### config.mk
export PLATFORM = sky130hd
export DESIGN_NAME = integer_to_padded_decimal_text
export DESIGN_NICKNAME = d
export VERILOG_FILES = /design/src/iptxt_pkg.sv /design/src/iptxt_regs.sv /design/src/iptxt_conv.sv /design/src/iptxt_emit.sv /design/src/integer_to_padded_decimal_text.sv
export SDC_FILE = /design/constraint.sdc
export NUM_CORES = 1
export LEC_CHECK = 0
export ABC_AREA = 1
export BUFFER_PORTS_ARGS = -buffer_cell sky130_fd_sc_hd__buf_2
export CAP_MARGIN = 20
export CORE_UTILIZATION = 45
export DETAILED_ROUTE_END_ITERATION = 10
export MAX_ROUTING_LAYER = met4
export PLACE_DENSITY_LB_ADDON = 0.3
export SLEW_MARGIN = 10
export SYNTH_ARGS = -nofsm -noshare
export SYNTH_HDL_FRONTEND = slang
export SYNTH_SLANG_ARGS = --single-unit
### constraint.sdc
create_clock -name clk_i -period 4.56 [get_ports clk_i]
set_input_delay 0.684 -clock clk_i [delete_from_list [all_inputs] [get_ports clk_i]]
set_output_delay 0.684 -clock clk_i [all_outputs]
set_load 0.005 [all_outputs]
### src/iptxt_pkg.sv
// shared types, constants and the bcd adjust step for the integer-to-text block
// no dependencies
package iptxt_pkg;

  localparam int MAX_WIDTH  = 64;
  localparam int VALUE_W    = 32;
  localparam int CHAR_W     = 7;
  localparam int MW_W       = 7;
  localparam int NUM_DIGITS = 10;
  localparam int BCD_W      = 4 * NUM_DIGITS;
  localparam int DIG_W      = 4;
  localparam int BIT_CNT_W  = $clog2(VALUE_W);
  localparam int ADDR_W     = 3;
  localparam int DATA_W     = 32;

  localparam logic [CHAR_W-1:0] CH_ZERO  = 7'h30;
  localparam logic [CHAR_W-1:0] CH_MINUS = 7'h2d;
  localparam logic [CHAR_W-1:0] CH_BLANK = 7'h20;

  // register index, taken from paddr[2]
  localparam logic REG_MIN_WIDTH = 1'b0;

  localparam logic [MW_W-1:0]      MAX_WIDTH_V = MW_W'(MAX_WIDTH);
  localparam logic [DIG_W-1:0]     ND_FULL     = DIG_W'(NUM_DIGITS);
  localparam logic [BIT_CNT_W-1:0] BIT_LAST    = BIT_CNT_W'(VALUE_W - 1);

  // converter status seen by the character sequencer
  typedef struct packed {
    logic             done;
    logic             neg;
    logic [DIG_W-1:0] nd;
    logic [DIG_W-1:0] digit;
  } conv_stat_t;

  // add 3 to every bcd digit that is 5 or more, ahead of the shift
  function automatic logic [BCD_W-1:0] bcd_adjust(input logic [BCD_W-1:0] bcd);
    logic [BCD_W-1:0] res;
    res = bcd;
    for (int i = 0; i < NUM_DIGITS; i++) begin
      if (bcd[4*i +: 4] >= 4'd5) begin
        res[4*i +: 4] = bcd[4*i +: 4] + 4'd3;
      end
    end
    return res;
  endfunction

endpackage

### src/iptxt_regs.sv
// configuration register file: minimum field width behind an apb-style port
// depends on iptxt_pkg
module iptxt_regs (
  input  logic                          clk_i,
  input  logic                          rst_ni,
  input  logic                          psel,
  input  logic                          penable,
  input  logic                          pwrite,
  input  logic [iptxt_pkg::ADDR_W-1:0]  paddr,
  input  logic [iptxt_pkg::DATA_W-1:0]  pwdata,
  output logic [iptxt_pkg::DATA_W-1:0]  prdata,
  output logic                          pready,
  output logic [iptxt_pkg::MW_W-1:0]    min_width_o
);
  import iptxt_pkg::*;

  logic [MW_W-1:0] min_width_q, min_width_d;
  logic            wr_en;

  assign pready = 1'b1;
  assign wr_en  = psel & penable & pwrite & pready & (paddr[2] == REG_MIN_WIDTH);

  always_comb begin
    min_width_d = min_width_q;
    if (wr_en) begin
      min_width_d = pwdata[MW_W-1:0];
    end
  end

  always_ff @(posedge clk_i or negedge rst_ni) begin
    if (!rst_ni) begin
      min_width_q <= '0;
    end else begin
      min_width_q <= min_width_d;
    end
  end

  always_comb begin
    prdata = '0;
    if (paddr[2] == REG_MIN_WIDTH) begin
      prdata = {{(DATA_W-MW_W){1'b0}}, min_width_q};
    end
  end

  assign min_width_o = min_width_q;

endmodule

### src/iptxt_conv.sv
// bit-serial binary to bcd converter (shift and add 3) with leading-zero alignment
// depends on iptxt_pkg
module iptxt_conv (
  input  logic                                clk_i,
  input  logic                                rst_ni,
  input  logic                                load_i,
  input  logic signed [iptxt_pkg::VALUE_W-1:0] value_i,
  input  logic                                shift_i,
  output logic                                busy_o,
  output iptxt_pkg::conv_stat_t               stat_o
);
  import iptxt_pkg::*;

  typedef enum logic [2:0] {
    C_IDLE   = 3'b001,
    C_DABBLE = 3'b010,
    C_ALIGN  = 3'b100
  } conv_state_e;

  conv_state_e          state_q, state_d;
  logic [VALUE_W-1:0]   bin_q, bin_d;
  logic [BCD_W-1:0]     bcd_q, bcd_d;
  logic [BCD_W-1:0]     bcd_adj;
  logic [BIT_CNT_W-1:0] bit_cnt_q, bit_cnt_d;
  logic [DIG_W-1:0]     nd_q, nd_d;
  logic                 neg_q, neg_d;
  logic                 done;
  logic [VALUE_W-1:0]   raw;

  assign raw     = $unsigned(value_i);
  assign bcd_adj = bcd_adjust(bcd_q);

  always_comb begin
    state_d   = state_q;
    bin_d     = bin_q;
    bcd_d     = bcd_q;
    bit_cnt_d = bit_cnt_q;
    nd_d      = nd_q;
    neg_d     = neg_q;
    done      = 1'b0;
    case (state_q)
      C_IDLE: begin
        if (load_i) begin
          neg_d     = raw[VALUE_W-1];
          bin_d     = raw[VALUE_W-1] ? (VALUE_W'(0) - raw) : raw;
          bcd_d     = '0;
          bit_cnt_d = '0;
          nd_d      = ND_FULL;
          state_d   = C_DABBLE;
        end else if (shift_i) begin
          bcd_d = {bcd_q[BCD_W-DIG_W-1:0], {DIG_W{1'b0}}};
        end
      end
      C_DABBLE: begin
        {bcd_d, bin_d} = {bcd_adj[BCD_W-2:0], bin_q, 1'b0};
        bit_cnt_d      = bit_cnt_q + 1'b1;
        if (bit_cnt_q == BIT_LAST) begin
          state_d = C_ALIGN;
        end
      end
      C_ALIGN: begin
        // drop leading zero digits, keep at least one
        if ((bcd_q[BCD_W-1 -: DIG_W] == '0) && (nd_q > 4'd1)) begin
          bcd_d = {bcd_q[BCD_W-DIG_W-1:0], {DIG_W{1'b0}}};
          nd_d  = nd_q - 1'b1;
        end else begin
          done    = 1'b1;
          state_d = C_IDLE;
        end
      end
      default: state_d = C_IDLE;
    endcase
  end

  always_ff @(posedge clk_i or negedge rst_ni) begin
    if (!rst_ni) begin
      state_q <= C_IDLE;
    end else begin
      state_q <= state_d;
    end
  end

  always_ff @(posedge clk_i) begin
    bin_q     <= bin_d;
    bcd_q     <= bcd_d;
    bit_cnt_q <= bit_cnt_d;
    nd_q      <= nd_d;
    neg_q     <= neg_d;
  end

  assign busy_o       = (state_q != C_IDLE);
  assign stat_o.done  = done;
  assign stat_o.neg   = neg_q;
  assign stat_o.nd    = nd_q;
  assign stat_o.digit = bcd_q[BCD_W-1 -: DIG_W];

endmodule

### src/iptxt_emit.sv
// character sequencer: blanks, sign, then digits, one character per cycle
// depends on iptxt_pkg
module iptxt_emit (
  input  logic                            clk_i,
  input  logic                            rst_ni,
  input  iptxt_pkg::conv_stat_t           stat_i,
  input  logic [iptxt_pkg::MW_W-1:0]      min_width_i,
  output logic                            shift_o,
  output logic                            busy_o,
  output logic                            valid_o,
  output logic [iptxt_pkg::CHAR_W-1:0]    char_o,
  output logic                            last_o
);
  import iptxt_pkg::*;

  typedef enum logic [1:0] {
    E_IDLE = 2'b01,
    E_RUN  = 2'b10
  } emit_state_e;

  emit_state_e     state_q, state_d;
  logic [MW_W-1:0] remain_q, remain_d;
  logic [MW_W-1:0] pad_q, pad_d;
  logic            neg_q, neg_d;
  logic [MW_W-1:0] len;
  logic [MW_W-1:0] width;
  logic [MW_W-1:0] total;

  // text length and field size, worked out once per transfer
  assign len   = MW_W'(stat_i.nd) + MW_W'(stat_i.neg);
  assign width = (min_width_i > MAX_WIDTH_V) ? MAX_WIDTH_V : min_width_i;
  assign total = (width > len) ? width : len;

  always_comb begin
    state_d  = state_q;
    remain_d = remain_q;
    pad_d    = pad_q;
    neg_d    = neg_q;
    valid_o  = 1'b0;
    char_o   = CH_BLANK;
    last_o   = 1'b0;
    shift_o  = 1'b0;
    case (state_q)
      E_IDLE: begin
        if (stat_i.done) begin
          remain_d = total;
          pad_d    = total - len;
          neg_d    = stat_i.neg;
          state_d  = E_RUN;
        end
      end
      E_RUN: begin
        valid_o  = 1'b1;
        remain_d = remain_q - 1'b1;
        if (pad_q != '0) begin
          char_o = CH_BLANK;
          pad_d  = pad_q - 1'b1;
        end else if (neg_q) begin
          char_o = CH_MINUS;
          neg_d  = 1'b0;
        end else begin
          char_o  = CH_ZERO + CHAR_W'(stat_i.digit);
          shift_o = 1'b1;
        end
        if (remain_q == MW_W'(1)) begin
          last_o  = 1'b1;
          state_d = E_IDLE;
        end
      end
      default: state_d = E_IDLE;
    endcase
  end

  always_ff @(posedge clk_i or negedge rst_ni) begin
    if (!rst_ni) begin
      state_q <= E_IDLE;
    end else begin
      state_q <= state_d;
    end
  end

  always_ff @(posedge clk_i) begin
    remain_q <= remain_d;
    pad_q    <= pad_d;
    neg_q    <= neg_d;
  end

  assign busy_o = (state_q != E_IDLE);

endmodule

### src/integer_to_padded_decimal_text.sv
// top level: signed 32-bit integer to right-aligned decimal ascii text
// depends on iptxt_pkg, iptxt_regs, iptxt_conv, iptxt_emit
//
//  channel   ports                                    transfer when
//  ------    -----------------------------------      ------------------------------
//  input     start, busy, value_i                     start high while busy low
//  result    out_valid_o, character_o, last_o         out_valid_o high (one cycle)
//  config    psel penable pwrite paddr pwdata         psel & penable & pwrite & pready
//
// an item passes through the bit-serial bcd converter, then has its leading zeros stripped
// until nd digits remain (nd = digit count), then is sent one character per cycle
// (max of text length and min_width, capped at 64); busy is high throughout.
// reset clears the min_width register to 0 and returns both sequencers to idle.
// results cannot be held off; each character is shown for exactly one cycle.
module integer_to_padded_decimal_text (
  input  logic                                 clk_i,
  input  logic                                 rst_ni,
  input  logic                                 start,
  output logic                                 busy,
  input  logic signed [iptxt_pkg::VALUE_W-1:0] value_i,
  output logic                                 out_valid_o,
  output logic [iptxt_pkg::CHAR_W-1:0]         character_o,
  output logic                                 last_o,
  input  logic                                 psel,
  input  logic                                 penable,
  input  logic                                 pwrite,
  input  logic [iptxt_pkg::ADDR_W-1:0]         paddr,
  input  logic [iptxt_pkg::DATA_W-1:0]         pwdata,
  output logic [iptxt_pkg::DATA_W-1:0]         prdata,
  output logic                                 pready
);
  import iptxt_pkg::*;

  logic            conv_busy;
  logic            emit_busy;
  logic            shift;
  logic            load;
  logic [MW_W-1:0] min_width;
  conv_stat_t      conv_stat;

  assign busy = conv_busy | emit_busy;
  assign load = start & ~busy;

  iptxt_regs u_regs (
    .clk_i       (clk_i),
    .rst_ni      (rst_ni),
    .psel        (psel),
    .penable     (penable),
    .pwrite      (pwrite),
    .paddr       (paddr),
    .pwdata      (pwdata),
    .prdata      (prdata),
    .pready      (pready),
    .min_width_o (min_width)
  );

  iptxt_conv u_conv (
    .clk_i   (clk_i),
    .rst_ni  (rst_ni),
    .load_i  (load),
    .value_i (value_i),
    .shift_i (shift),
    .busy_o  (conv_busy),
    .stat_o  (conv_stat)
  );

  iptxt_emit u_emit (
    .clk_i       (clk_i),
    .rst_ni      (rst_ni),
    .stat_i      (conv_stat),
    .min_width_i (min_width),
    .shift_o     (shift),
    .busy_o      (emit_busy),
    .valid_o     (out_valid_o),
    .char_o      (character_o),
    .last_o      (last_o)
  );

`ifndef NO_ASSERTIONS
  // the converter and the sequencer never run at the same time
  a_no_overlap: assert property (@(posedge clk_i) disable iff (!rst_ni)
    !(conv_busy && emit_busy))
    else $error("converter and sequencer both active");

  // the final character of a transfer returns the block to idle
  a_last_idle: assert property (@(posedge clk_i) disable iff (!rst_ni)
    (out_valid_o && last_o) |=> !busy)
    else $error("block still busy after last character");

  // an accepted item starts the converter
  a_accept: assert property (@(posedge clk_i) disable iff (!rst_ni)
    (start && !busy) |=> conv_busy)
    else $error("accepted item did not start conversion");

  // no digit shift is requested while a conversion is in progress
  a_shift_idle: assert property (@(posedge clk_i) disable iff (!rst_ni)
    shift |-> !conv_busy)
    else $error("digit shift during conversion");
`endif

endmodule

# Yosys cells after proc, flatten, opt, wreduce, memory -nomap -nowiden
# Cells that the tools add are included.
# W data, S select, Z words.
totals:
  reg_bits: 109
  latch_bits: 0
  mem_bits_rw: 0
  romBits: 0
  inputBits: 73
  output_inout_bits: 43
  elab_cells: 134
  mem_count: 0
op_classes:
  add_sub_neg: 18
  n_mul: 0
  n_div: 0
  magnitude_cmp: 13
  n_eq_ne: 18
  shift: 0
  muxes: 51
  bitwise_logic: 7
  n_reduce_logical: 16
op_table:
  columns: ["cell", "n"]
  rows:
  - ["$mux W40", 3]
  - ["$pmux W40 S3", 1]
  - ["$mux W32", 2]
  - ["$pmux W32 S2", 1]
  - ["$mux W7", 9]
  - ["$mux W4", 11]
  - ["$ge A4 B3 Y1 const B", 10]
  - ["$add A4 B2 Y4 const B", 9]
  - ["$sub A1 B32 Y32 const A", 1]
  - ["$pmux W7 S2", 2]
  - ["$reduce_and A3 Y1", 5]
  - ["$sub A7 B1 Y7 const B", 2]
  - ["$mux W3", 4]
  - ["$mux W1", 10]
  - ["$ne A2 B1 Y1 const B", 5]
  - ["$pmux W5 S2", 1]
  - ["$pmux W3 S3", 1]
  - ["$ne A2 B2 Y1 const B", 4]
  - ["$pmux W4 S2", 1]
  - ["$reduce_and A2 Y1", 4]
  - ["$add A6 B4 Y7 const A", 1]
  - ["$eq A7 B1 Y1 const B", 1]
  - ["$gt A7 B7 Y1", 1]
  - ["$gt A7 B7 Y1 const B", 1]
  - ["26 further kinds", 33]

# Depth between registers and ports, before layout
depth:
  depth_word: 7
  ltp_mapped: 24
  mapped_depth_nobuf: 24

# By module
# Synthesis repeated with hierarchy kept, for this count alone.
hier_totals:
  hier_cells: 955
  area_unflattened_um2: 7694.9
modules_own_cells:
  columns: ["mod", "n_inst", "cells_each", "area_per_inst_um2", "seq_area_each_um2"]
  rows:
  - ["iptxt_conv", 1, 660, 5466.5, 2538.7]
  - ["iptxt_emit", 1, 214, 1632.8, 501.7]
  - ["iptxt_regs", 1, 76, 571.8, 175.2]
  - ["integer_to_padded_decimal_text", 1, 5, 23.8, 0.0]

# Worst setup path before layout
# No wires, ideal clock.
synth_timing:
  kind: "flip-flop to flip-flop"
  start: "register u_conv.nd_q[0]"
  end: "register u_emit.pad_q[5], data pin"
  arrival_ns: 2.986
  required_time_ns: 4.304
  setup_slack_ns: 1.318
  stages_incl_launch_ff: 22
  period_less_slack_ns: 3.242
  cell_sequence: "edfxtp_1 -> ha_1 -> ha_1 -> xnor2_1 -> ha_1 -> a21oi_1 -> o21ai_0 -> nand2_1 -> nand3_2 -> nand2_2 -> nand2_1 -> and2_1 -> ha_1 -> nand2_1 -> o21ai_0 -> nand2_1 -> nand2_1 -> nand2_1 -> nand2_1 -> nand2_1 -> nand2_1 -> nand2_1"
synth_between:
  elab_chain_cells: 6
synth_lines:
  columns: ["element", "line", "text"]
  rows:
  - ["start, declared", "iptxt_conv.sv:25", "logic [DIG_W-1:0] nd_q, nd_d;"]
  - ["start signal, assigned", "iptxt_conv.sv:87", "nd_q <= nd_d;"]
  - ["$add A4 B1 Y5 (*)", "iptxt_emit.sv:30", "assign len = MW_W'(stat_i.nd) + MW_W'(stat_i.neg);"]
  - ["$gt A7 B7 Y1", "iptxt_emit.sv:32", "assign total = (width > len) ? width : len;"]
  - ["$mux W7", "iptxt_emit.sv:32", null]
  - ["$sub A7 B7 Y7 (*)", "iptxt_emit.sv:47", "pad_d = total - len;"]
  - ["$mux W7 (*)", "iptxt_emit.sv:45", "if (stat_i.done) begin"]
  - ["$pmux W7 S2 (*)", "iptxt_emit.sv:43", "case (state_q)"]
  - ["named net u_emit.pad_d[5]", "iptxt_emit.sv:23", "logic [MW_W-1:0] pad_q, pad_d;"]
  - ["end signal, assigned", "iptxt_emit.sv:84", "pad_q <= pad_d;"]
  - ["end, declared", "iptxt_emit.sv:23", null]
# The timed path passes the listed nets; every way through them passes the cells marked *. The select of a mux whose other input is x is not followed.
# A chain may end at the register's enable or synchronous reset.

# Worst setup path in the final report
layout_timing:
  start: "register u_conv.nd_q[0]"
  end: "register u_emit.pad_q[6], data pin"
# The elaborated chain is that of the path after synthesis.

==> results.md <==
- Status: completed
- Fin util: 50.5%
- Starting Density: 46.3%
- Antenna Cells: 0
- WP data required: 4670 ps
- Routed len/inst: 12.8 microns
- Synth Cell Area: 7410 sq um
- Logic pwr share: 37.2%
- WP data arrival: 3760 ps
- Crit end category: register
- CTS Root Cell: clkbuf_16
- CTS tree: built
- Final period utilization: 80.2%
- First-pass GRT wire length: 25100 microns
- Post-synth cell types: 45
- Switching power: 1.65 mW
- Post-route design area: 8090 sq um
- Drt first pass iters: 5
- DR vias/cell: 5.07
- Fin nets: 1081
- Max Root-Sink Buffers: 2
- Max-slew headroom: 42.8%
- Top cells by count, synth: nand2_1, inv_1, nor2_1, edfxtp_1, o21ai_0
- Worst setup margin: 905 ps
- Period minus WS final: 3660 ps
- CTS H-tree lvls: 3
- Die Y: 130 microns
- CP bufs+invs: 0
- Critical path's slowest cell: edfxtp_1
- Post-synth EDFFs: 97
- Core Box Area: 16000 sq um
- Switch share: 38.5%
- Final Hold Viols: 0
- Measured slew at the worst slew-check pin: 859 ps
- Clock transition at path regs: 70 ps
- Vias after detailed routing: 6020
- Pint: 2.64 mW
- RSZ-0062 raised after global routing: no
- Post-Route WL: 15200 microns
- Dpl hpwl: 10800 microns
- DRT antenna net count: 0
- Post-Route Setup TNS: 0 ps
- Top-area cell type share of the netlist area: 39.3%
- Fin cells: 1187
- GRT Util Overall: 19.4%
- CP dominant cell by count: ha_1
- Main area contributors after synthesis: edfxtp_1, nand2_1, ha_1
- Pre-CTS WS: 932 ps
- Number of global-route vias before repair: 5415
- Power Total: 4.29 mW
- Placed cells: 1171
- Crit. Startpoint: u_conv.nd_q[0]$_SDFFCE_PN0P_
- Largest net degree at the start of global routing: 73
- Most common cell in the netlist: nand2_1
- DR iter-0 viols: 471
- Post-synthesis sequential area ratio: 43.4%
- Pins over their slew limit: 0
- Setup Fix Bufs, Post-CTS: 0
- Share of layout cells above drive strength 1: 10.3%
- Die extent in x: 130 microns
- Ys async rst share: 11.0%
- Max cap viols: 0
- # setup viols final: 0
- GR Overflow Total: 0
- CP delay by family, top: adder cells
- Max rail drop VDD: 318 uV
- DRC viols: 0
- Initial antenna violation count: 0
- Hold Buf Count CTS: 0
- # IOs: 116
- Gpl congestion: 0.875
- Die Footprint: 17000 sq um
- CP startpoint kind: register
- Clock insertion delay at the later pin of the skew report: 360 ps
- Avg Inst Size Synth: 8.08 sq um
- Worst Hold Class: input pin to asynchronous set/reset pin
- PortBufs: 60
- Final hold slack: 193 ps
- Clk pwr share: 19.1%
- Critical path class: register to register
- Worst-path cell chain: ha_1 > ha_1 > xnor2_1 > ha_1 > a21oi_1 > o21ai_0 > nand2_1 > nand3_2 > nand3_1 > nand2_1 > ha_1 > fa_1 > o21ai_0 > nand2_1 > a21oi_1 > o22ai_1
- Leakage: 3.61 nW
- Top_reg_cell synth: edfxtp_1
- Site row count: 46
- # clock sinks: 109
- Worst path max stage delay: 430 ps
- Max Clk Rate: 274 MHz
- Worst reg2reg path startpoint: u_conv.nd_q[0]$_SDFFCE_PN0P_
- Part of the power in registers: 43.7%
- Cell accounting for the most synthesized area: edfxtp_1
- P&R area growth vs syn: 9.06%
- Flop and latch count out of synthesis: 109
- Power Density: 531 nW/um^2
- Post-CTS resize count: 0
- CTS Buf Count: 9
- Layout Skew: 9.84 ps
- Placed instance area: 7780 sq um
- Syn Inst Count: 917
- YS warnings: 0
- Worst Path Max Fanout: 6
==> cell type report <==
class / instances / area, sq um
Clock buffer: 13 / 260
Tap cell: 216 / 270
Multi-Input combinational cell: 664 / 3520
Fill cell: 1613 / 7920
Timing Repair Buffer: 64 / 330
Inverter: 118 / 443
Sequential cell: 109 / 3220
Clock inverter: 3 / 43.8
==> flip-flops by register name (all words and copies together) (netlist names) <==
register / flops
u_emit.state_q: 2
u_conv.state_q: 3
u_conv.bcd_q: 40
u_emit.pad_q: 7
u_conv.bit_cnt_q: 5
u_conv.neg_q: 1
u_conv.nd_q: 4
u_emit.remain_q: 7
u_regs.min_width_o: 7
u_emit.neg_q: 1
u_conv.bin_q: 32
==> power by group through the flow <==
stage / combinational, mW / sequential, mW / clock (mW)
floorplan: 1.26 / 1.83 / 0
global placement: 1.56 / 1.88 / 0
detailed placement: 1.60 / 1.89 / 0
CTS: 1.61 / 1.88 / 0.840
global route: 1.86 / 1.93 / 0.865
finish: 1.60 / 1.88 / 0.819
==> kinds of logic after synthesis <==
group	Yosys count	share of synthesized area, %
AOI/OAI and AO/OA	187	13.4
xor gates and xnor gates	22	2.60
adders and majority gates	42	7.19
buffers and inverters	170	10.5
DFF	109	43.4
muxes	1	0.135
other	2	0.101
and+or+nand+nor	384	22.7
==> placed cells by master (no fill, tap or decap), types with 5 or more instances in the layout <==
cell	synthesis	final
inv_1	115	115
o21ai_0	95	95
nand3b_1	8	8
a31oi_1	5	5
nand3_1	57	57
o211ai_1	6	6
nand2_1	181	181
conb_1	2	28
o21ai_1	13	13
edfxtp_1	97	97
nor3_1	6	6
buf_2	17	60
xnor2_1	9	9
o22ai_1	8	8
clkbuf_16	0	9
nand4_1	10	10
xor2_1	13	13
a21oi_1	55	55
dfrtp_1	10	10
ha_1	41	41
nor2_1	99	99
==> path summary, 6_finish.rpt <==
path | to | slack, ps | cells past startpoint
worst max-delay path | u_emit.pad_q[6]$_DFFE_PP_ | 900 | 16
worst min-delay path | u_conv.state_q[1]$_DFFE_PN0P_ | 190 | 1
worst max register to register | u_emit.pad_q[6]$_DFFE_PP_ | 900 | 16
worst min register to register | u_conv.bin_q[9]$_DFFE_PP_ | 520 | 2
max in group asynchronous | u_conv.state_q[0]$_DFFE_PN1P_ | 4080 | 1
min in group clk_i | u_conv.bin_q[9]$_DFFE_PP_ | 520 | 2
==> routing by layer <==
metal	part of all wire (%)	routed length, microns	track usage [%]	vias up
met2	45	6780	30.5	119
li1	-	-	-	3118
met3	3.4	517	2.42	21
met5	0	0	-	-
met1	50	7630	25.5	2762
met4	1.8	277	7.57	0
No activity file was read; power rests on OpenSTA's default activity.
